<file path="config.mk">
export PLATFORM = sky130hd
export DESIGN_NAME = footswitch_gesture_decoder
export DESIGN_NICKNAME = d
export VERILOG_FILES = /design/src/rtl/core/fgd_pkg.sv /design/src/rtl/core/fgd_front.sv /design/src/rtl/core/fgd_queue.sv /design/src/rtl/core/fgd_back.sv /design/src/rtl/core/footswitch_gesture_decoder.sv
export VERILOG_INCLUDE_DIRS = /design/src /design/src/rtl/core
export SDC_FILE = /design/constraint.sdc
export NUM_CORES = 1
export LEC_CHECK = 0
export BUFFER_PORTS_ARGS = -buffer_cell sky130_fd_sc_hd__buf_2
export CAP_MARGIN = 20
export CELL_PAD_IN_SITES_DETAIL_PLACEMENT = 0
export CELL_PAD_IN_SITES_GLOBAL_PLACEMENT = 1
export CORE_ASPECT_RATIO = 1.75
export CORE_MARGIN = 8
export CORE_UTILIZATION = 40
export DETAILED_ROUTE_END_ITERATION = 10
export HOLD_SLACK_MARGIN = 0.08
export PLACE_DENSITY_LB_ADDON = 0.25
export SKIP_CTS_REPAIR_TIMING = 1
export SYNTH_ARGS = -nofsm -noshare
export SYNTH_HDL_FRONTEND = slang
export SYNTH_SLANG_ARGS = --single-unit
</file>
<file path="constraint.sdc">
create_clock -name clock -period 5.7 [get_ports clock]
set_input_delay 0 -clock clock [delete_from_list [all_inputs] [get_ports clock]]
set_output_delay 0 -clock clock [all_outputs]
set_load 0.005 [all_outputs]
</file>
<file path="src/rtl/core/footswitch_gesture_decoder_defines.svh">
// Assertion macros shared by the gesture decoder modules.
`ifndef FOOTSWITCH_GESTURE_DECODER_DEFINES_SVH
`define FOOTSWITCH_GESTURE_DECODER_DEFINES_SVH

// Same-cycle implication, disabled while reset is high.
`define FGD_ASSERT_NOW(label, clk, rst, ante, cons) \
   label: assert property (@(posedge clk) disable iff (rst) (ante) |-> (cons)) \
      else $error("gesture decoder check failed");

// Next-cycle implication, disabled while reset is high.
`define FGD_ASSERT_NEXT(label, clk, rst, ante, cons) \
   label: assert property (@(posedge clk) disable iff (rst) (ante) |=> (cons)) \
      else $error("gesture decoder check failed");

`endif

</file>
<file path="src/rtl/core/fgd_pkg.sv">
// Shared types, constants and helpers of the footswitch gesture decoder.
package fgd_pkg;

   localparam int AGE_BITS   = 12;
   localparam int CFG_W      = 12;
   localparam int CMP_W      = (AGE_BITS > CFG_W) ? AGE_BITS : CFG_W;
   localparam int FIFO_DEPTH = 4;
   localparam int PTR_W      = (FIFO_DEPTH > 1) ? $clog2(FIFO_DEPTH) : 1;
   localparam int CNT_W      = $clog2(FIFO_DEPTH + 1);
   localparam int EV_N       = 9;

   localparam logic [CFG_W-1:0] COMBO_RESET = CFG_W'(45);
   localparam logic [CFG_W-1:0] TUNER_RESET = CFG_W'(2000);
   localparam logic [CFG_W-1:0] QUIT_RESET  = CFG_W'(2000);

   // Register indexes of the config port.
   localparam logic [1:0] CSR_COMBO = 2'd0;
   localparam logic [1:0] CSR_TUNER = 2'd1;
   localparam logic [1:0] CSR_QUIT  = 2'd2;

   localparam logic signed [1:0] RIG_PREV = 2'sb11;
   localparam logic signed [1:0] RIG_NEXT = 2'sb01;
   localparam logic signed [1:0] RIG_NONE = 2'sb00;

   typedef logic [AGE_BITS-1:0] age_type;
   typedef logic [CFG_W-1:0]    cfg_type;

   typedef enum logic [2:0] {
      KIND_TAP    = 3'd0,
      KIND_RIG    = 3'd1,
      KIND_TUNER  = 3'd2,
      KIND_SELECT = 3'd3,
      KIND_QUIT   = 3'd4
   } kind_type;

   // Bit positions of a tick record, in delivery order.
   typedef enum logic [3:0] {
      EV_RIG_PREV = 4'd0,
      EV_RIG_NEXT = 4'd1,
      EV_TAP0     = 4'd2,
      EV_TAP1     = 4'd3,
      EV_TAP2     = 4'd4,
      EV_TAP3     = 4'd5,
      EV_TUNER    = 4'd6,
      EV_SELECT   = 4'd7,
      EV_QUIT     = 4'd8
   } ev_bit_type;

   typedef logic [EV_N-1:0] ev_mask_type;

   typedef struct packed {
      logic empty;
      logic full;
   } fifo_stat_type;

   function automatic age_type age_inc(input age_type a);
      return (a == {AGE_BITS{1'b1}}) ? a : a + 1'b1;
   endfunction

   function automatic logic age_ge(input age_type a, input cfg_type thr);
      return CMP_W'(a) >= CMP_W'(thr);
   endfunction

endpackage

</file>
<file path="src/rtl/core/fgd_front.sv">
// Front end: config registers, switch state tracking and per-tick event classification.
module fgd_front
   import fgd_pkg::*;
(
   input  logic        clock,
   input  logic        reset,
   input  logic        accept,
   input  logic [3:0]  req_switch_levels,
   input  logic        req_nav_level,
   input  logic        req_stop_request,
   input  logic        csr_write_enable,
   input  logic [1:0]  csr_index,
   input  cfg_type     csr_wdata,
   output logic        rec_valid,
   output ev_mask_type rec_mask
);

   cfg_type     combo_ff, tuner_ff, quit_ff;
   logic [3:0]  prev_ff, pend_ff, cons_ff;
   age_type     age_ff [4];
   logic        hold_ff, nav_prev_ff, nav_armed_ff, nav_holding_ff, nav_quitf_ff, halted_ff;
   age_type     nav_age_ff;

   logic [3:0]  prev_in, pend_in, cons_in, rise, fall;
   age_type     age_in [4];
   logic        hold_in, nav_armed_in, nav_holding_in, nav_quitf_in, halted_in;
   age_type     nav_age_in;
   logic [2:0]  lapse;
   ev_mask_type mask;
   logic        live;

   always_comb begin
      rise  = req_switch_levels & ~prev_ff;
      fall  = ~req_switch_levels & prev_ff;
      for (int i = 0; i < 4; i++) begin
         age_in[i] = rise[i] ? '0 : age_inc(age_ff[i]);
      end
      pend_in = pend_ff | rise;
      cons_in = cons_ff & ~rise;
      hold_in = hold_ff & ~rise[3];
      mask    = '0;
      lapse   = '0;

      // pair combos
      if ((&req_switch_levels[1:0]) && (&pend_in[1:0])) begin
         mask[EV_RIG_PREV] = 1'b1;
         pend_in[1:0]      = 2'b00;
         cons_in[1:0]      = 2'b11;
      end
      if ((&req_switch_levels[3:2]) && (&pend_in[3:2])) begin
         mask[EV_RIG_NEXT] = 1'b1;
         pend_in[3:2]      = 2'b00;
         cons_in[3:2]      = 2'b11;
      end

      // switches 0..2: tap on window lapse or early release
      for (int i = 0; i < 3; i++) begin
         lapse[i] = pend_in[i] && age_ge(age_in[i], combo_ff);
         if (pend_in[i] && (lapse[i] || fall[i])) begin
            mask[EV_TAP0 + i] = 1'b1;
         end
         if (lapse[i] || fall[i]) begin
            pend_in[i] = 1'b0;
         end
         if (fall[i]) begin
            cons_in[i] = 1'b0;
         end
      end

      // switch 3: tap on release, tuner hold on long press
      if (req_switch_levels[3]) begin
         if (age_ge(age_in[3], combo_ff)) begin
            pend_in[3] = 1'b0;
         end
         if (!hold_in && !cons_in[3] && age_ge(age_in[3], tuner_ff)) begin
            mask[EV_TUNER] = 1'b1;
            hold_in        = 1'b1;
         end
      end else if (prev_ff[3]) begin
         if (!hold_in && !cons_in[3]) begin
            mask[EV_TAP3] = 1'b1;
         end
         pend_in[3] = 1'b0;
         cons_in[3] = 1'b0;
      end
      prev_in = req_switch_levels;

      // nav switch
      nav_armed_in   = nav_armed_ff;
      nav_holding_in = nav_holding_ff;
      nav_quitf_in   = nav_quitf_ff;
      nav_age_in     = nav_age_ff;
      halted_in      = halted_ff;
      if (!req_nav_level) begin
         if (nav_prev_ff && nav_armed_ff && !nav_quitf_ff) begin
            mask[EV_SELECT] = 1'b1;
         end
         nav_armed_in   = 1'b1;
         nav_holding_in = 1'b0;
         nav_quitf_in   = 1'b0;
      end else begin
         if (!nav_prev_ff) begin
            nav_holding_in = 1'b1;
            nav_age_in     = '0;
         end else begin
            nav_age_in = age_inc(nav_age_ff);
         end
         if (nav_armed_ff && nav_holding_in && !nav_quitf_ff
             && age_ge(nav_age_in, quit_ff)) begin
            mask[EV_QUIT] = 1'b1;
            nav_quitf_in  = 1'b1;
            halted_in     = 1'b1;
         end
      end
   end

   assign live      = accept && !halted_ff;
   assign rec_valid = live && !req_stop_request && (mask != '0);
   assign rec_mask  = mask;

   always_ff @(posedge clock) begin
      if (reset) begin
         combo_ff <= COMBO_RESET;
         tuner_ff <= TUNER_RESET;
         quit_ff  <= QUIT_RESET;
      end else if (csr_write_enable) begin
         unique case (csr_index)
            CSR_COMBO: combo_ff <= csr_wdata;
            CSR_TUNER: tuner_ff <= csr_wdata;
            CSR_QUIT:  quit_ff  <= csr_wdata;
            default: ;
         endcase
      end
   end

   always_ff @(posedge clock) begin
      if (reset) begin
         prev_ff        <= '0;
         pend_ff        <= '0;
         cons_ff        <= '0;
         hold_ff        <= 1'b0;
         nav_prev_ff    <= 1'b0;
         nav_armed_ff   <= 1'b0;
         nav_holding_ff <= 1'b0;
         nav_quitf_ff   <= 1'b0;
         nav_age_ff     <= '0;
         halted_ff      <= 1'b0;
         for (int i = 0; i < 4; i++) begin
            age_ff[i] <= '0;
         end
      end else if (live) begin
         if (req_stop_request) begin
            halted_ff <= 1'b1;
         end else begin
            prev_ff        <= prev_in;
            pend_ff        <= pend_in;
            cons_ff        <= cons_in;
            hold_ff        <= hold_in;
            nav_prev_ff    <= req_nav_level;
            nav_armed_ff   <= nav_armed_in;
            nav_holding_ff <= nav_holding_in;
            nav_quitf_ff   <= nav_quitf_in;
            nav_age_ff     <= nav_age_in;
            halted_ff      <= halted_in;
            for (int i = 0; i < 4; i++) begin
               age_ff[i] <= age_in[i];
            end
         end
      end
   end

endmodule

</file>
<file path="src/rtl/core/fgd_queue.sv">
// Short queue of tick records between front and back.
`include "footswitch_gesture_decoder_defines.svh"
module fgd_queue
   import fgd_pkg::*;
(
   input  logic          clock,
   input  logic          reset,
   input  logic          push_valid,
   input  ev_mask_type   push_data,
   input  logic          pop_valid,
   output ev_mask_type   head_data,
   output fifo_stat_type stat
);

   ev_mask_type      mem_ff [FIFO_DEPTH];
   logic [PTR_W-1:0] wr_ptr_ff, rd_ptr_ff, wr_ptr_in, rd_ptr_in;
   logic [CNT_W-1:0] count_ff, count_in;
   logic             do_push, do_pop;

   assign stat.empty = (count_ff == '0);
   assign stat.full  = (count_ff == CNT_W'(FIFO_DEPTH));
   assign do_push    = push_valid && !stat.full;
   assign do_pop     = pop_valid && !stat.empty;
   assign head_data  = mem_ff[rd_ptr_ff];

   always_comb begin
      wr_ptr_in = wr_ptr_ff;
      rd_ptr_in = rd_ptr_ff;
      count_in  = count_ff;
      if (do_push) begin
         wr_ptr_in = (wr_ptr_ff == PTR_W'(FIFO_DEPTH - 1)) ? '0 : wr_ptr_ff + 1'b1;
      end
      if (do_pop) begin
         rd_ptr_in = (rd_ptr_ff == PTR_W'(FIFO_DEPTH - 1)) ? '0 : rd_ptr_ff + 1'b1;
      end
      if (do_push && !do_pop) begin
         count_in = count_ff + 1'b1;
      end else if (do_pop && !do_push) begin
         count_in = count_ff - 1'b1;
      end
   end

   always_ff @(posedge clock) begin
      if (reset) begin
         wr_ptr_ff <= '0;
         rd_ptr_ff <= '0;
         count_ff  <= '0;
      end else begin
         wr_ptr_ff <= wr_ptr_in;
         rd_ptr_ff <= rd_ptr_in;
         count_ff  <= count_in;
      end
   end

   always_ff @(posedge clock) begin
      if (do_push) begin
         mem_ff[wr_ptr_ff] <= push_data;
      end
   end

   `FGD_ASSERT_NOW(a_no_push_when_full, clock, reset, push_valid, !stat.full)
   `FGD_ASSERT_NOW(a_count_bound, clock, reset, 1'b1, count_ff <= CNT_W'(FIFO_DEPTH))
   `FGD_ASSERT_NEXT(a_push_not_empty, clock, reset, do_push, !stat.empty)

endmodule

</file>
<file path="src/rtl/core/fgd_back.sv">
// Back end: expands tick records into output-register events, one per cycle while pop keeps up.
`include "footswitch_gesture_decoder_defines.svh"
module fgd_back
   import fgd_pkg::*;
(
   input  logic             clock,
   input  logic             reset,
   input  ev_mask_type      q_head,
   input  fifo_stat_type    q_stat,
   output logic             q_pop,
   input  logic             pop,
   output logic             empty,
   output logic [2:0]       rsp_event_kind,
   output logic [1:0]       rsp_switch_index,
   output logic signed [1:0] rsp_rig_direction,
   output logic             rsp_last_event
);

   ev_mask_type      mask_ff, mask_in, src, rest;
   ev_bit_type       sel;
   logic             out_valid_ff, out_valid_in, out_free, step;
   kind_type         kind_ff, kind_in;
   logic [1:0]       sw_ff, sw_in;
   logic signed [1:0] dir_ff, dir_in;
   logic             last_ff;

   always_comb begin
      src = (mask_ff != '0) ? mask_ff : (q_stat.empty ? '0 : q_head);
      out_free = !out_valid_ff || pop;
      step     = out_free && (src != '0);
      q_pop    = step && (mask_ff == '0);

      // lowest set bit goes first
      sel = EV_QUIT;
      for (int b = EV_N - 1; b >= 0; b--) begin
         if (src[b]) begin
            sel = ev_bit_type'(4'(b));
         end
      end
      rest      = src;
      rest[sel] = 1'b0;
      mask_in   = step ? rest : mask_ff;

      sw_in  = 2'd0;
      dir_in = RIG_NONE;
      unique case (sel)
         EV_RIG_PREV: begin kind_in = KIND_RIG; dir_in = RIG_PREV; end
         EV_RIG_NEXT: begin kind_in = KIND_RIG; dir_in = RIG_NEXT; end
         EV_TAP0:     begin kind_in = KIND_TAP; sw_in = 2'd0; end
         EV_TAP1:     begin kind_in = KIND_TAP; sw_in = 2'd1; end
         EV_TAP2:     begin kind_in = KIND_TAP; sw_in = 2'd2; end
         EV_TAP3:     begin kind_in = KIND_TAP; sw_in = 2'd3; end
         EV_TUNER:    begin kind_in = KIND_TUNER; sw_in = 2'd3; end
         EV_SELECT:   kind_in = KIND_SELECT;
         EV_QUIT:     kind_in = KIND_QUIT;
         default:     kind_in = KIND_TAP;
      endcase

      out_valid_in = step ? 1'b1 : (pop ? 1'b0 : out_valid_ff);
   end

   always_ff @(posedge clock) begin
      if (reset) begin
         mask_ff      <= '0;
         out_valid_ff <= 1'b0;
      end else begin
         mask_ff      <= mask_in;
         out_valid_ff <= out_valid_in;
      end
   end

   always_ff @(posedge clock) begin
      if (step) begin
         kind_ff <= kind_in;
         sw_ff   <= sw_in;
         dir_ff  <= dir_in;
         last_ff <= (rest == '0);
      end
   end

   assign empty             = !out_valid_ff;
   assign rsp_event_kind    = kind_ff;
   assign rsp_switch_index  = sw_ff;
   assign rsp_rig_direction = dir_ff;
   assign rsp_last_event    = last_ff;

   `FGD_ASSERT_NEXT(a_last_drains, clock, reset, step && (rest == '0), mask_ff == '0)
   `FGD_ASSERT_NOW(a_quit_is_last, clock, reset, out_valid_ff && (kind_ff == KIND_QUIT), last_ff)
   `FGD_ASSERT_NOW(a_pop_only_from_queue, clock, reset, q_pop, !q_stat.empty)

endmodule

</file>
<file path="src/rtl/core/footswitch_gesture_decoder.sv">
// Top level of the footswitch gesture decoder.
// Usage:
//  - Input side is a queue: drive req_* with one tick sample and raise push; the transfer
//    happens at an edge with push high and full low. One tick per cycle is taken while not full.
//  - Result side is a queue: while empty is low the oldest event sits on rsp_*; raise pop
//    to take it. rsp_last_event marks the final event caused by one tick.
//  - Config: csr_write_enable with csr_index 0 (combo window), 1 (tuner hold),
//    2 (quit hold) and csr_wdata writes in that cycle; index 3 is ignored. Write while idle.
// Flow:
//  - A tick is classified in the cycle of its transfer and its record enters the queue
//    at that edge; the back end then loads its first event into the output register, which
//    drives rsp_*. Events leave that single back-end event register one at a time, a
//    tick yields up to 5 events, and the next record is taken from the queue only once
//    the last event of the record before has been loaded.
//  - A tick with no events produces no result.
// Stall:
//  - Ticks with events wait as records in a 4-entry queue; when it fills, full rises
//    and holds off further ticks until the receiver pops again.
// Reset (synchronous, active high) restores register defaults, clears all switch
// state, the queue and the result register. After quit or a stop request, ticks are
// still taken but produce nothing until reset.
module footswitch_gesture_decoder
   import fgd_pkg::*;
(
   input  logic              clock,
   input  logic              reset,
   input  logic              push,
   output logic              full,
   input  logic [3:0]        req_switch_levels,
   input  logic              req_nav_level,
   input  logic              req_stop_request,
   output logic              empty,
   input  logic              pop,
   output logic [2:0]        rsp_event_kind,
   output logic [1:0]        rsp_switch_index,
   output logic signed [1:0] rsp_rig_direction,
   output logic              rsp_last_event,
   input  logic              csr_write_enable,
   input  logic [1:0]        csr_index,
   input  logic [11:0]       csr_wdata
);

   logic          accept, rec_valid, q_pop;
   ev_mask_type   rec_mask, q_head;
   fifo_stat_type q_stat;

   // input transfer only when a record slot is free
   assign full   = q_stat.full;
   assign accept = push && !q_stat.full;

   fgd_front u_front (
      .clock             (clock),
      .reset             (reset),
      .accept            (accept),
      .req_switch_levels (req_switch_levels),
      .req_nav_level     (req_nav_level),
      .req_stop_request  (req_stop_request),
      .csr_write_enable  (csr_write_enable),
      .csr_index         (csr_index),
      .csr_wdata         (csr_wdata),
      .rec_valid         (rec_valid),
      .rec_mask          (rec_mask)
   );

   // one entry per tick that has events; bit order is the delivery order
   fgd_queue u_queue (
      .clock      (clock),
      .reset      (reset),
      .push_valid (rec_valid),
      .push_data  (rec_mask),
      .pop_valid  (q_pop),
      .head_data  (q_head),
      .stat       (q_stat)
   );

   fgd_back u_back (
      .clock             (clock),
      .reset             (reset),
      .q_head            (q_head),
      .q_stat            (q_stat),
      .q_pop             (q_pop),
      .pop               (pop),
      .empty             (empty),
      .rsp_event_kind    (rsp_event_kind),
      .rsp_switch_index  (rsp_switch_index),
      .rsp_rig_direction (rsp_rig_direction),
      .rsp_last_event    (rsp_last_event)
   );

endmodule
</file>
# --- After elaboration in Yosys (flattened, before gate mapping) ---
# Memories as Yosys holds them, arrays and structs flattened. A register that Yosys moved wholly into a read port is not among the register bits.
# Cells that the tools add are included.
op_classes:
  reduce_logical: 66
  eq_ne: 18
  addsub: 9
  order_cmp: 8
  bitwise_logic: 17
  n_mux: 84
ops:
  columns: ["operator", "count"]
  rows:
  - ["12-bit two-way mux", 15]
  - ["12-bit greater-or-equal comparator", 6]
  - ["12-bit by 1-bit adder with 12-bit output (second input constant)", 5]
  - ["12-bit equality test (second input constant)", 5]
  - ["1-bit two-way mux", 45]
  - ["4-bit two-way mux", 8]
  - ["9-bit nonzero test", 3]
  - ["1-bit logical AND", 26]
  - ["9-bit logical NOT", 2]
  - ["9-bit two-way mux", 2]
  - ["4-bit by 3-bit equality test with 1-bit output (second input constant)", 4]
  - ["2-bit two-way mux", 8]
  - ["2-bit AND reduction", 8]
  - ["3-bit one-hot mux with 4 select lines", 1]
  - ["3-bit AND reduction", 4]
  - ["1-bit logical NOT", 10]
  - ["9-bit bitwise AND", 1]
  - ["9-bit NOT", 1]
  - ["4-bit bitwise AND", 2]
  - ["4-bit NOT", 2]
  - ["2-bit nonzero test", 4]
  - ["2-bit equality test (second input constant)", 3]
  - ["3-bit two-way mux", 2]
  - ["2-bit one-hot mux with 3 select lines", 1]
  - ["other kinds (24)", 34]
totals:
  word_cells: 226
  mem_bits_rw: 84
  ff_bits: 91
  mem_count: 2
memory_table:
  columns: ["memory", "words", "width", "read_ports", "rd_ports_with_merged_regs", "wr", "line_no", "source"]
  rows:
  - ["u_front.age_ff", 4, 12, 4, 0, 4, "fgd_front.sv:20", "age_type age_ff [4];"]
  - ["u_queue.mem_ff", 4, 9, 1, 1, 1, "fgd_queue.sv:15", "ev_mask_type mem_ff [FIFO_DEPTH];"]

# --- Longest topological paths before layout ---
# Gate-level depths: netlist of the first run.
logic_depth:
  ltp_word: 18
  ltp_mapped: 24

# --- Modules after synthesis ---
# Synthesis of the first run repeated with hierarchy kept, for this count alone.
hier_totals:
  cells_unflattened: 1083
  area_unflattened_um2: 10132.2
modules_own_cells:
  columns: ["module", "area_per_inst_um2", "cells_per_inst", "n_inst"]
  rows:
  - ["fgd_front", 7245.7, 866, 1]
  - ["fgd_queue", 1811.7, 97, 1]
  - ["fgd_back", 1061.0, 119, 1]
  - ["footswitch_gesture_decoder", 13.8, 1, 1]

# --- Least setup slack after synthesis of the first run ---
# Ideal clock, no wire load.
synth_path:
  path_type: "register to register"
  start: "register u_front.nav_age_ff[0]"
  end: "register u_queue.count_ff[2]"
  setup_time_ps: 70
  path_buffers: 0
  path_stages_with_launch: 22
  required_ps: 5630
  setup_slack_ps: 1144
  arrival_time_ps: 4486
  path_cell_list: "dfxtp_1 -> ha_1 -> nand2_1 -> nor3_1 -> nand4_1 -> nand4_1 -> xor2_1 -> nor2_1 -> ha_1 -> a211oi_1 -> nor2_1 -> nor2_1 -> o21ai_0 -> a31oi_1 -> nor4b_1 -> o41a_1 -> ha_1 -> inv_1 -> fa_1 -> xor2_1 -> or3_1 -> a21oi_1"
synth_via:
  elab_chain_cells: 14
  elab_cells_between_ends: 17
synth_lines:
  columns: ["item", "line_no", "source"]
  rows:
  - ["start, declared", "fgd_front.sv:22", "age_type nav_age_ff;"]
  - ["start signal, assigned", "fgd_front.sv:163", "nav_age_ff <= nav_age_in;"]
  - ["12-bit by 1-bit adder with 12-bit output / 12-bit equality test (equally long branches)", "fgd_pkg.sv:57", "return (a == {AGE_BITS{1'b1}}) ? a : a + 1'b1;"]
  - ["12-bit two-way mux (*)", "fgd_pkg.sv:57", null]
  - ["12-bit two-way mux (*)", "fgd_front.sv:102", "if (!nav_prev_ff) begin"]
  - ["12-bit two-way mux (*)", "fgd_front.sv:94", "if (!req_nav_level) begin"]
  - ["12-bit greater-or-equal comparator (*)", "fgd_pkg.sv:61", "return CMP_W'(a) >= CMP_W'(thr);"]
  - ["1-bit logical AND (*)", "fgd_front.sv:109", "&& age_ge(nav_age_in, quit_ff)) begin"]
  - ["1-bit two-way mux (*)", "fgd_front.sv:108", "if (nav_armed_ff && nav_holding_in && !nav_quitf_ff"]
  - ["1-bit two-way mux (*)", "fgd_front.sv:94", null]
  - ["named net rec_mask[8]", "footswitch_gesture_decoder.sv:44", "ev_mask_type rec_mask, q_head;"]
  - ["9-bit nonzero test (*)", "fgd_front.sv:118", "assign rec_valid = live && !req_stop_request && (mask != '0);"]
  - ["1-bit logical AND (*)", "fgd_front.sv:118", null]
  - ["1-bit logical AND (*)", "fgd_queue.sv:22", "assign do_push = push_valid && !stat.full;"]
  - ["named net u_queue.do_push", "fgd_queue.sv:18", "logic do_push, do_pop;"]
  - ["1-bit logical NOT", "fgd_queue.sv:38", "end else if (do_pop && !do_push) begin"]
  - ["1-bit logical AND", "fgd_queue.sv:38", null]
  - ["2-bit nonzero test (no line)", null, null]
  - ["end signal, assigned", "fgd_queue.sv:51", "count_ff <= count_in;"]
  - ["end, declared", "fgd_queue.sv:17", "logic [CNT_W-1:0] count_ff, count_in;"]
# The timed path passes the listed nets; every way through them passes the cells marked *. The select of a mux whose other input is x is not followed.
# A chain may end at the register's enable or synchronous reset.

==> results of run 1 <==
where the power goes:
group	leakage [nW]	total [W]	switching, W	internal [W]
clock network	0.294	0.00119	0.000566	0.000627
registers	1.59	0.00157	0.0000864	0.00148
logic	2.55	0.00108	0.000644	0.000438
layer usage:
layer | share of wire [%] | vias up
met5 | 0 | -
met4 | 2.3 | 0
met3 | 2.1 | 29
met2 | 55 | 77
met1 | 40 | 3542
li1 | - | 3846
metrics by stage:
step	area (sq um)	std cells
6_report	11200	1429
4_1_cts	10900	1403
3_5_place_dp	10400	1371
3_3_place_gp	10400	1371
5_1_grt	11200	1429
2_1_floorplan	9850	1053
synthesized netlist by cell type (all sizes together), types with 2 or more instances:
cell type	n	area share (%)
nand2	137	5.3
nor2	104	4.0
a21oi	98	5.0
edfxtp	92	28
ha	83	11
dfxtp	82	17
inv	55	2.1
nor3	46	2.3
clkbuf	37	1.4
nand3	35	1.8
o21ai	34	1.7
xor2	28	2.5
and2	22	1.4
nand2b	21	1.3
nand4	21	1.3
mux2i	19	1.9
a211oi	12	0.91
and3	11	0.75
xnor2	11	0.98
nand3b	10	0.76
a211o	9	0.80
a21o	9	0.76
mux4	9	2.1
nor3b	7	0.53
or3	7	0.44
nor2b	6	0.38
a31oi	5	0.32
o21a	5	0.38
buf	3	0.20
nor4b	3	0.42
o211ai	3	0.23
o21bai	3	0.23
or4	3	0.27
a221oi	2	0.18
a22oi	2	0.15
and4	2	0.20
o2111ai	2	0.18
o221ai	2	0.18
or2	2	0.13
cells by family (layout without fill, tap and decap cells):
family | after synthesis | in the layout
simple gates | 440 | 440
compound gates | 190 | 190
flops | 174 | 174
buf+inv | 96 | 160
fa+ha+maj | 85 | 85
xor+xnor | 39 | 39
mux | 29 | 29
area by class of cell:
| cell class | instances | share of cell area (%) |
|---|---|---|
| Clock inverter | 15 | 1.52 |
| Clock buffer | 17 | 3.80 |
| Sequential cell | 174 | 39.3 |
| Timing Repair Buffer | 72 | 4.64 |
| Multi-Input combinational cell | 783 | 45.4 |
| Inverter | 56 | 1.92 |
| Tap cell | 312 | 3.48 |
worst max-delay path by stage:
stage,from,endpoint,slack (ns),cells after the start
global placement,u_front.age_ff[2][0],u_queue.count_ff[2],0.64,23
CTS,u_front.age_ff[2][0],u_queue.count_ff[2],0.55,23
finish,u_front.age_ff[2][0],u_queue.count_ff[2],0.63,23
floorplan,u_front.nav_age_ff[0],u_queue.count_ff[2],1.14,21
global route,u_front.age_ff[2][0],u_queue.count_ff[2],0.16,23
detailed placement,u_front.age_ff[2][0],u_queue.count_ff[2],0.59,23
worst reg2reg max path, cell delays in order, from the launching register on:
cell and delay [ns]:
edfxtp_1 0.40, ha_1 0.23, nand2_1 0.09, nor2_1 0.21, nand2_1 0.11, or2_2 0.40, nand2b_1 0.14, nor2_1 0.06
xnor2_1 0.18, nor2_1 0.06, ha_1 0.30, a211oi_1 0.22, nor2_1 0.07, a211oi_1 0.36, o221ai_1 0.21, a22oi_1 0.31
inv_1 0.07, o41a_1 0.53, ha_1 0.26, inv_1 0.08, fa_1 0.19, xor2_1 0.07, or3_1 0.30, a21oi_1 0.14
state kept, by name (all words and copies together), names as in the netlist, 3 cells and up, named ones only:
register               cells
u_front.nav_age_ff        12
u_queue.mem_ff            36
u_front.prev_ff            4
u_front.pend_ff            4
u_back.mask_ff             9
u_queue.count_ff           3
u_front.tuner_ff          12
u_back.rsp_event_kind      3
u_front.quit_ff           12
u_front.age_ff            48
u_front.combo_ff          12
==> results.sh, run 1 <==
export IMPL_status="finished clean"
export IMPL_gp_congestion=0.789
export IMPL_layout_commonest_cell="nand2_1"
export IMPL_cp_end_kind="flip-flop"
export IMPL_power_total_w=0.00385
export IMPL_power_leakage_nw=4.43
export IMPL_arrival_ns=5.45
export IMPL_rsz0062_at_grt="false"
export IMPL_r2r_setup_slack_ns=0.63
export IMPL_synth_compound_area_share_pct=11.5
export IMPL_grt_pass1_vias=7431
export IMPL_fin_crit_ns=5.07
export IMPL_async_flop_share_pct=0
export IMPL_cts_root_buf="clkbuf_16"
export IMPL_synthXorXnorAreaFrac_pct=3.47
export IMPL_clock_skew_ns=0.00718
export IMPL_die_height_um=224
export IMPL_rr_worst_depth=23
export IMPL_hold_path_class="in -> reg"
export IMPL_min_to="u_front.combo_ff[8]"
export IMPL_dieArea_sq_um=30100
export IMPL_final_seq_area_sq_um=4400
export IMPL_cts_buffer_depth=2
export IMPL_hpwl_um=17200
export IMPL_ant_nets=0
export IMPL_multiInputGateArea_sq_um=5080
export IMPL_timing_critical_path_mode_cell="nor2_1"
export IMPL_grt_use_total_pct=16.1
export IMPL_crit_chain="ha_1 -> nand2_1 -> nor2_1 -> nand2_1 -> or2_2 -> nand2b_1 -> nor2_1 -> xnor2_1 -> nor2_1 -> ha_1 -> a211oi_1 -> nor2_1 -> a211oi_1 -> o221ai_1 -> a22oi_1 -> inv_1 -> o41a_1 -> ha_1 -> inv_1 -> fa_1 -> xor2_1 -> or3_1 -> a21oi_1"
export IMPL_fillers=2338
export IMPL_cts_buffers=17
export IMPL_synth_edf_count=92
export IMPL_grt_max_degree=86
export IMPL_synth_warnings=0
export IMPL_p_per_area_nw_per_um2=343
export IMPL_synthSimpleGateAreaFrac_pct=21.6
export IMPL_wire_per_inst_um=16.4
export IMPL_synth_seq_cells=174
export IMPL_hold_depth=4
export IMPL_min_period_over_period_pct=89.0
export IMPL_setup_tns_ns=0
export IMPL_final_util_pct=45.9
export IMPL_worst_r2r_endpoint="u_queue.count_ff[2]"
export IMPL_htree_levels=4
export IMPL_pin_count=35
export IMPL_drv_cap=0
export IMPL_netlist_area_sq_um=9850
export IMPL_io_buffers=34
export IMPL_cp_required_ns=6.07
export IMPL_synthDistinctLibCells=61
export IMPL_hold_viol=0
export IMPL_syn_instance_count=1053
export IMPL_grt_util_met2_pct=30.0
export IMPL_synth_top_family_by_area="simple AND/OR/NAND/NOR gates"
export IMPL_drt_first_iter_violations=444
export IMPL_grt_pass1_wl_um=38300
export IMPL_wl_um=23500
export IMPL_met3_usage_pct=2.56
export IMPL_busiest_layer="met2"
export IMPL_routed_via_count=7494
export IMPL_syn_avg_cell_area_sq_um=9.35
export IMPL_fin_ws_ns=0.625
export IMPL_clk_pin_slew_worst_paths_ns=0.07
export IMPL_mostFrequentLayoutCells="nand2_1 (136), nor2_1 (104), a21oi_1 (97)"
export IMPL_slew_headroom_pct=39.2
export IMPL_dr_pass1_iters=4
export IMPL_drive_above_1_share_pct=9.13
export IMPL_via_per_inst=5.24
export IMPL_dp_slack_ns=0.589
export IMPL_hold_start="csr_write_enable"
export IMPL_peakVddDrop_mv=0.207
export IMPL_synthMuxAreaShare_pct=4.10
export IMPL_grt_overflow=0
export IMPL_num_antenna_cells=0
export IMPL_synth_nets=1162
export IMPL_setup_viol=0
export IMPL_hold_ws_ns=0.0790
export IMPL_cp_num_buf_inv=2
export IMPL_path_delay_family="compound AO/OA/AOI/OAI gates"
export IMPL_worstSetupPathType="reg -> reg"
export IMPL_core_rowCount=76
export IMPL_clk_latency_ns=0.45
export IMPL_yosys_most_used_dff="edfxtp_1"
export IMPL_worst_slew_pin_slew_ns=0.899
export IMPL_antenna_found_initial=0
export IMPL_drc_errors=0
export IMPL_ys_seq_area_share_pct=44.7
export IMPL_area_delta_synth_final_pct=13.8
export IMPL_max_freq_mhz=197
export IMPL_drv_slew=0
export IMPL_core_sq_um=24400
export IMPL_grt_use_met1_pct=17.5
export IMPL_synth_adder_area_share_pct=10.8
export IMPL_start_util_pct=40.3
export IMPL_nets=1213
export IMPL_worst_setup_path_start_kind="flip-flop"
export IMPL_critPathSlowestCell="o41a_1"
export IMPL_slowest_delay_ns=0.53
export IMPL_clock_sinks=174
export IMPL_cp_max_fo=8
export IMPL_cts_tree="yes"
export IMPL_crit_reg2reg_launch="u_front.age_ff[2][0]"
export IMPL_die_w_um=135
Power figures use the tool's default switching activity.
==> run 2: changes to the inputs <==
- SYNTH_HIERARCHICAL: not set -> 1
==> results.sh, run 2 <==
export IMPL_status="finished clean"
export IMPL_worstSetupPathType="reg -> reg"
export IMPL_cts_buffer_depth=2
export IMPL_synthMuxAreaShare_pct=3.09
export IMPL_cp_end_kind="flip-flop"
export IMPL_cp_max_fo=7
export IMPL_core_sq_um=25000
export IMPL_grt_use_total_pct=17.1
export IMPL_dp_slack_ns=0.334
export IMPL_synth_edf_count=92
export IMPL_crit_end="u_queue/count_ff[2]"
export IMPL_cp_required_ns=6.07
export IMPL_peakVddDrop_mv=0.184
export IMPL_io_buffers=34
export IMPL_clock_sinks=174
export IMPL_reg_largest_list="u_front/age_ff (48), u_queue/mem_ff (36)"
export IMPL_synthXorXnorAreaFrac_pct=3.54
export IMPL_synth_seq_cells=174
export IMPL_min_period_over_period_pct=92.2
export IMPL_hold_ws_ns=0.0900
export IMPL_antenna_found_initial=0
export IMPL_mostFrequentLayoutCells="nand2_1 (143), nor2_1 (97), a21oi_1 (96)"
export IMPL_grt_overflow=0
export IMPL_start_util_pct=40.4
export IMPL_drv_cap=0
export IMPL_clock_skew_ns=0.00899
export IMPL_fin_area_sq_um=11500
export IMPL_syn_instance_count=1083
export IMPL_worst_slew_pin_slew_ns=0.910
export IMPL_nets=1244
export IMPL_clk_latency_ns=0.45
export IMPL_num_antenna_cells=0
export IMPL_power_leakage_nw=4.52
export IMPL_p_per_area_nw_per_um2=348
export IMPL_die_height_um=227
export IMPL_synth_top_cell_by_area="edfxtp_1"
export IMPL_post_synth_top_count_cell="nand2_1"
export IMPL_drive_above_1_share_pct=10.2
export IMPL_setup_viol=0
export IMPL_fillers=2433
export IMPL_r2r_setup_slack_ns=0.44
export IMPL_async_flop_share_pct=0
export IMPL_pin_count=35
export IMPL_synth_adder_area_share_pct=10.4
export IMPL_ant_nets=0
export IMPL_crit_reg2reg_launch="u_front/nav_age_ff[3]"
export IMPL_routed_via_count=7941
export IMPL_cts_buffers=17
export IMPL_wire_per_inst_um=17.3
export IMPL_final_seq_area_sq_um=4400
export IMPL_slew_headroom_pct=39.1
export IMPL_arrival_ns=5.63
export IMPL_synth_nets=1192
export IMPL_layout_commonest_cell="nand2_1"
export IMPL_synth_common_cells="nand2_1 (143), nor2_1 (97), a21oi_1 (96)"
export IMPL_drc_errors=0
export IMPL_hold_path_class="in -> reg"
export IMPL_startpoint="u_front/nav_age_ff[3]"
export IMPL_core_rowCount=77
export IMPL_max_freq_mhz=190
export IMPL_dpl_instance_area_sq_um=10700
export IMPL_via_per_inst=5.42
export IMPL_dieArea_sq_um=30900
export IMPL_htree_levels=4
export IMPL_netlist_area_sq_um=10100
export IMPL_ys_seq_area_share_pct=43.5
export IMPL_synth_top_area_share_pct=27.3
export IMPL_worst_r2r_endpoint="u_queue/count_ff[2]"
export IMPL_synthSimpleGateAreaFrac_pct=21.8
export IMPL_synth_warnings=6
export IMPL_synth_top_family_by_area="simple AND/OR/NAND/NOR gates"
export IMPL_die_w_um=136
export IMPL_synthDistinctLibCells=84
export IMPL_drt_first_iter_violations=397
export IMPL_hold_viol=0
export IMPL_largest_register="u_front/age_ff"
export IMPL_drv_slew=0
export IMPL_worst_setup_path_start_kind="flip-flop"
export IMPL_hpwl_um=18600
export IMPL_fin_crit_ns=5.26
export IMPL_rr_worst_depth=21
export IMPL_grt_pass1_vias=7785
export IMPL_cts_root_buf="clkbuf_16"
export IMPL_yosys_most_used_dff="edfxtp_1"
export IMPL_cts_tree="yes"
export IMPL_gp_congestion=0.811
export IMPL_rsz0062_at_grt="false"
export IMPL_multiInputGateArea_sq_um=5330
export IMPL_largest_register_ffs=48
export IMPL_setup_tns_ns=0
export IMPL_synth_area_leaders="edfxtp_1 (27%), dfxtp_1 (16%), ha_1 (10%)"
export IMPL_grt_pass1_wl_um=40500
export IMPL_syn_avg_cell_area_sq_um=9.36
export IMPL_grt_max_degree=64
export IMPL_dr_pass1_iters=5
export IMPL_synth_compound_area_share_pct=13.7
export IMPL_area_delta_synth_final_pct=13.6
export IMPL_fin_ws_ns=0.443
export IMPL_clk_pin_slew_worst_paths_ns=0.07
export IMPL_wl_um=25300
-- run 2: cell types whose count changed in the layout (fill, tap and decap cells not counted), sizes merged, moves of 7 or more --
cell and change:
o211ai +13, a31oi +9, nand2b -9, a211o -8, mux2i -8, a41oi +7, nand2 +7, nand3b -7
nor2b +7
-- run 2: power by group --
part / switching, W / leakage [nW] / internal (W)
Clock: 0.000565 / 0.286 / 0.000607
Combinational: 0.000744 / 2.64 / 0.000479
Sequential: 0.000110 / 1.60 / 0.00150
Total: 0.00142 / 4.52 / 0.00259
-- run 2: cells by family (layout without fill, tap and decap cells) --
group	after synthesis	after routing
buffers and inverters	96	161
DFF	174	174
xor gates and xnor gates	41	41
muxes	20	20
adders and majority gates	84	84
AOI/OAI and AO/OA	220	220
and+or+nand+nor	448	448
-- run 2: metal layers --
metal	wire length, um	part of all wire, %	GRT usage, %	up-vias
met4	699	2.8	8.08	0
met3	792	3.1	2.91	40
met5	0	0	0	-
met1	9990	39	18.4	3725
met2	13800	55	31.4	136
li1	-	-	-	4040
-- run 2: how the worst min path moves through the flow --
stage,start,endpoint,slack (ns),depth (start not counted)
after global placement,csr_wdata[4],u_front/combo_ff[4],0.28,3
after global routing,csr_write_enable,u_front/quit_ff[3],0.14,4
final,csr_write_enable,u_front/quit_ff[3],0.09,4
after floorplan,csr_wdata[0],u_front/combo_ff[0],0.12,2
after detailed placement,csr_wdata[4],u_front/combo_ff[4],0.28,3
after CTS,csr_wdata[4],u_front/combo_ff[4],-0.20,3
-- run 2: stage by stage --
stage | util (%) | power [W] | instances
final | 45.9 | 0.00401 | 1464
after global routing | 45.9 | 0.00425 | 1464
after CTS | 44.9 | 0.00404 | 1438
after detailed placement | 42.5 | 0.00286 | 1406
after global placement | 42.4 | 0.00285 | 1405
after floorplan | - | 0.00250 | 1083
-- run 2: cell type report --
cell class              count  area share, %
clock buffers              18           3.91
clock inverters            14           1.21
inverters                  54           1.99
multi-input cells         813           46.3
flip-flops and latches    174           38.3
well taps                 316           3.44
repair buffers             75           4.87
-- run 2: critical path: stages, from the launching register on --
cell and delay, ns:
dfxtp_1 0.47, nand4_2 0.18, or4_1 0.56, nand2b_1 0.19, or2_1 0.16, xor2_1 0.16
nor2_1 0.06, ha_1 0.31, nand2_1 0.05, nor4_1 0.27, a21oi_1 0.11, o21ai_0 0.29
nand4b_1 0.31, a31oi_2 0.46, bufinv_8 0.26, nor2_4 0.10, ha_1 0.19, inv_1 0.06
fa_1 0.37, xor2_1 0.16, or3_1 0.31, a21oi_1 0.14
==> run 3: changes to the inputs <==
- CORE_MARGIN: 8 -> not set
==> results.sh, run 3 (synthesis gave the netlist of run 2 again) <==
export IMPL_worst_r2r_endpoint="u_queue/count_ff[2]"
export IMPL_r2r_setup_slack_ns=0.48
export IMPL_fillers=2456
export IMPL_grt_max_degree=49
export IMPL_cts_tree="yes"
export IMPL_worstSetupPathType="reg -> reg"
export IMPL_routed_via_count=8052
export IMPL_hold_viol=0
export IMPL_drc_errors=0
export IMPL_io_buffers=34
export IMPL_wl_met3_um=676
export IMPL_clk_latency_ns=0.45
export IMPL_arrival_ns=5.59
export IMPL_min_period_over_period_pct=91.5
export IMPL_clock_sinks=174
export IMPL_die_height_um=213
export IMPL_drive_above_1_share_pct=9.96
export IMPL_fin_area_sq_um=11500
export IMPL_cp_end_kind="flip-flop"
export IMPL_drv_slew=0
export IMPL_area_delta_synth_final_pct=13.3
export IMPL_routed_top_layer="met4"
export IMPL_gp_congestion=0.824
export IMPL_cts_root_buf="clkbuf_16"
export IMPL_ant_nets=0
export IMPL_drv_cap=0
export IMPL_hold_depth=5
export IMPL_power_leakage_nw=4.52
export IMPL_grt_overflow=0
export IMPL_clk_pin_slew_worst_paths_ns=0.07
export IMPL_hold_start="csr_index[0]"
export IMPL_cts_buffers=17
export IMPL_status="finished clean"
export IMPL_worst_setup_path_start_kind="flip-flop"
export IMPL_cp_max_fo=12
export IMPL_pin_count=35
export IMPL_min_to="u_front/combo_ff[1]"
export IMPL_drt_first_iter_violations=429
export IMPL_grt_use_total_pct=20.8
export IMPL_mostFrequentLayoutCells="nand2_1 (143), nor2_1 (97), a21oi_1 (96)"
export IMPL_core_rowCount=76
export IMPL_largest_register_ffs=48
export IMPL_wl_met1_um=10100
export IMPL_dr_pass1_iters=6
export IMPL_max_freq_mhz=192
export IMPL_hold_path_class="in -> reg"
export IMPL_reg_largest_list="u_front/age_ff (48), u_queue/mem_ff (36)"
export IMPL_final_util_pct=46.5
export IMPL_setup_viol=0
export IMPL_setup_tns_ns=0
export IMPL_hpwl_um=18300
export IMPL_peakVddDrop_mv=0.212
export IMPL_core_sq_um=24700
export IMPL_clock_skew_ns=0.00735
export IMPL_dieArea_sq_um=26000
export IMPL_grt_pass1_vias=7868
export IMPL_wl_um=25400
export IMPL_slew_headroom_pct=26.8
export IMPL_htree_levels=4
export IMPL_wl_met2_um=13800
export IMPL_crit_reg2reg_launch="u_front/nav_age_ff[0]"
export IMPL_hold_ws_ns=0.0697
export IMPL_start_util_pct=41.0
export IMPL_antenna_found_initial=0
export IMPL_worst_slew_pin_slew_ns=1.10
export IMPL_fin_crit_ns=5.22
export IMPL_largest_register="u_front/age_ff"
export IMPL_cts_buffer_depth=2
export IMPL_via_per_inst=5.53
export IMPL_rsz0062_at_grt="false"
export IMPL_grt_pass1_wl_um=40800
export IMPL_wire_per_inst_um=17.5
export IMPL_die_w_um=122
export IMPL_nets=1241
export IMPL_layout_commonest_cell="nand2_1"
export IMPL_num_antenna_cells=0
export IMPL_cp_required_ns=6.08
export IMPL_rr_worst_depth=22
export IMPL_p_per_area_nw_per_um2=356
export IMPL_dpl_instance_area_sq_um=10600
-- run 3: cell count changes in the layout (fill, tap and decap cells not counted), sizes merged --
cell / before / now
clkinv: 6 / 4
inv: 60 / 56
clkinvlp: 1 / 3
buf: 50 / 49
dlygate4sd3: 25 / 23
clkbuf: 18 / 20
bufinv: 1 / 3
-- run 3: stage by stage --
stage | std cells | total power (W) | setup slack (ns)
6_report | 1457 | 0.00409 | 0.483
5_1_grt | 1457 | 0.00432 | 0.0718
4_1_cts | 1433 | 0.00412 | 0.457
3_5_place_dp | 1401 | 0.00286 | 0.490
3_3_place_gp | 1401 | 0.00285 | 0.457
2_1_floorplan | 1083 | 0.00250 | 0.989
-- run 3: worst max path at each step --
stage                                     start                   to  slack, ns  cells after the start
after global placement     u_front/age_ff[2][0]  u_queue/count_ff[2]       0.46                     22
after CTS                  u_front/age_ff[2][0]  u_queue/count_ff[2]       0.46                     22
final                     u_front/nav_age_ff[0]  u_queue/count_ff[2]       0.48                     22
after detailed placement   u_front/age_ff[2][0]  u_queue/count_ff[2]       0.49                     22
after floorplan            u_front/age_ff[0][0]  u_queue/count_ff[2]       0.99                     21
after global routing       u_front/age_ff[2][0]  u_queue/count_ff[2]       0.07                     22
-- run 3: per-layer routing --
metal  global-route usage [%]  up-vias
met3                     3.65       42
li1                         -     4028
met1                     22.0     3851
met5                        0        -
met2                     38.9      131
met4                     9.50        0
-- run 3: cell type report --
class | count | area (sq um) | share of cell area [%]
inverters | 54 | 229 | 1.99
clock inverters | 12 | 146 | 1.27
well taps | 312 | 390 | 3.40
multi-input cells | 813 | 5320 | 46.3
flip-flops and latches | 174 | 4400 | 38.3
repair buffers | 72 | 513 | 4.47
clock buffers | 20 | 479 | 4.17
-- run 3: worst max-delay path, stage by stage (launching register included) --
cell and delay [ns]:
dfxtp_1 0.42, ha_1 0.22, nand2_1 0.07, or4_1 0.69
nand2b_1 0.26, or2_1 0.16, xor2_1 0.16, nor2_1 0.06
ha_1 0.30, nand2_1 0.06, nor4_1 0.28, a21oi_1 0.10
o21ai_0 0.25, nand4b_1 0.21, a31oi_1 0.34, bufinv_8 0.25
nor2_4 0.11, ha_1 0.19, inv_1 0.06, fa_1 0.37
xor2_1 0.15, or3_1 0.30, a21oi_1 0.14
-- run 3: power by group --
group	leakage, nW	switching, W	internal (W)	total (W)
clock network	0.298	0.000534	0.000708	0.00124
logic	2.62	0.000753	0.000475	0.00123
registers	1.60	0.000112	0.00150	0.00161
total	4.52	0.00140	0.00269	0.00409
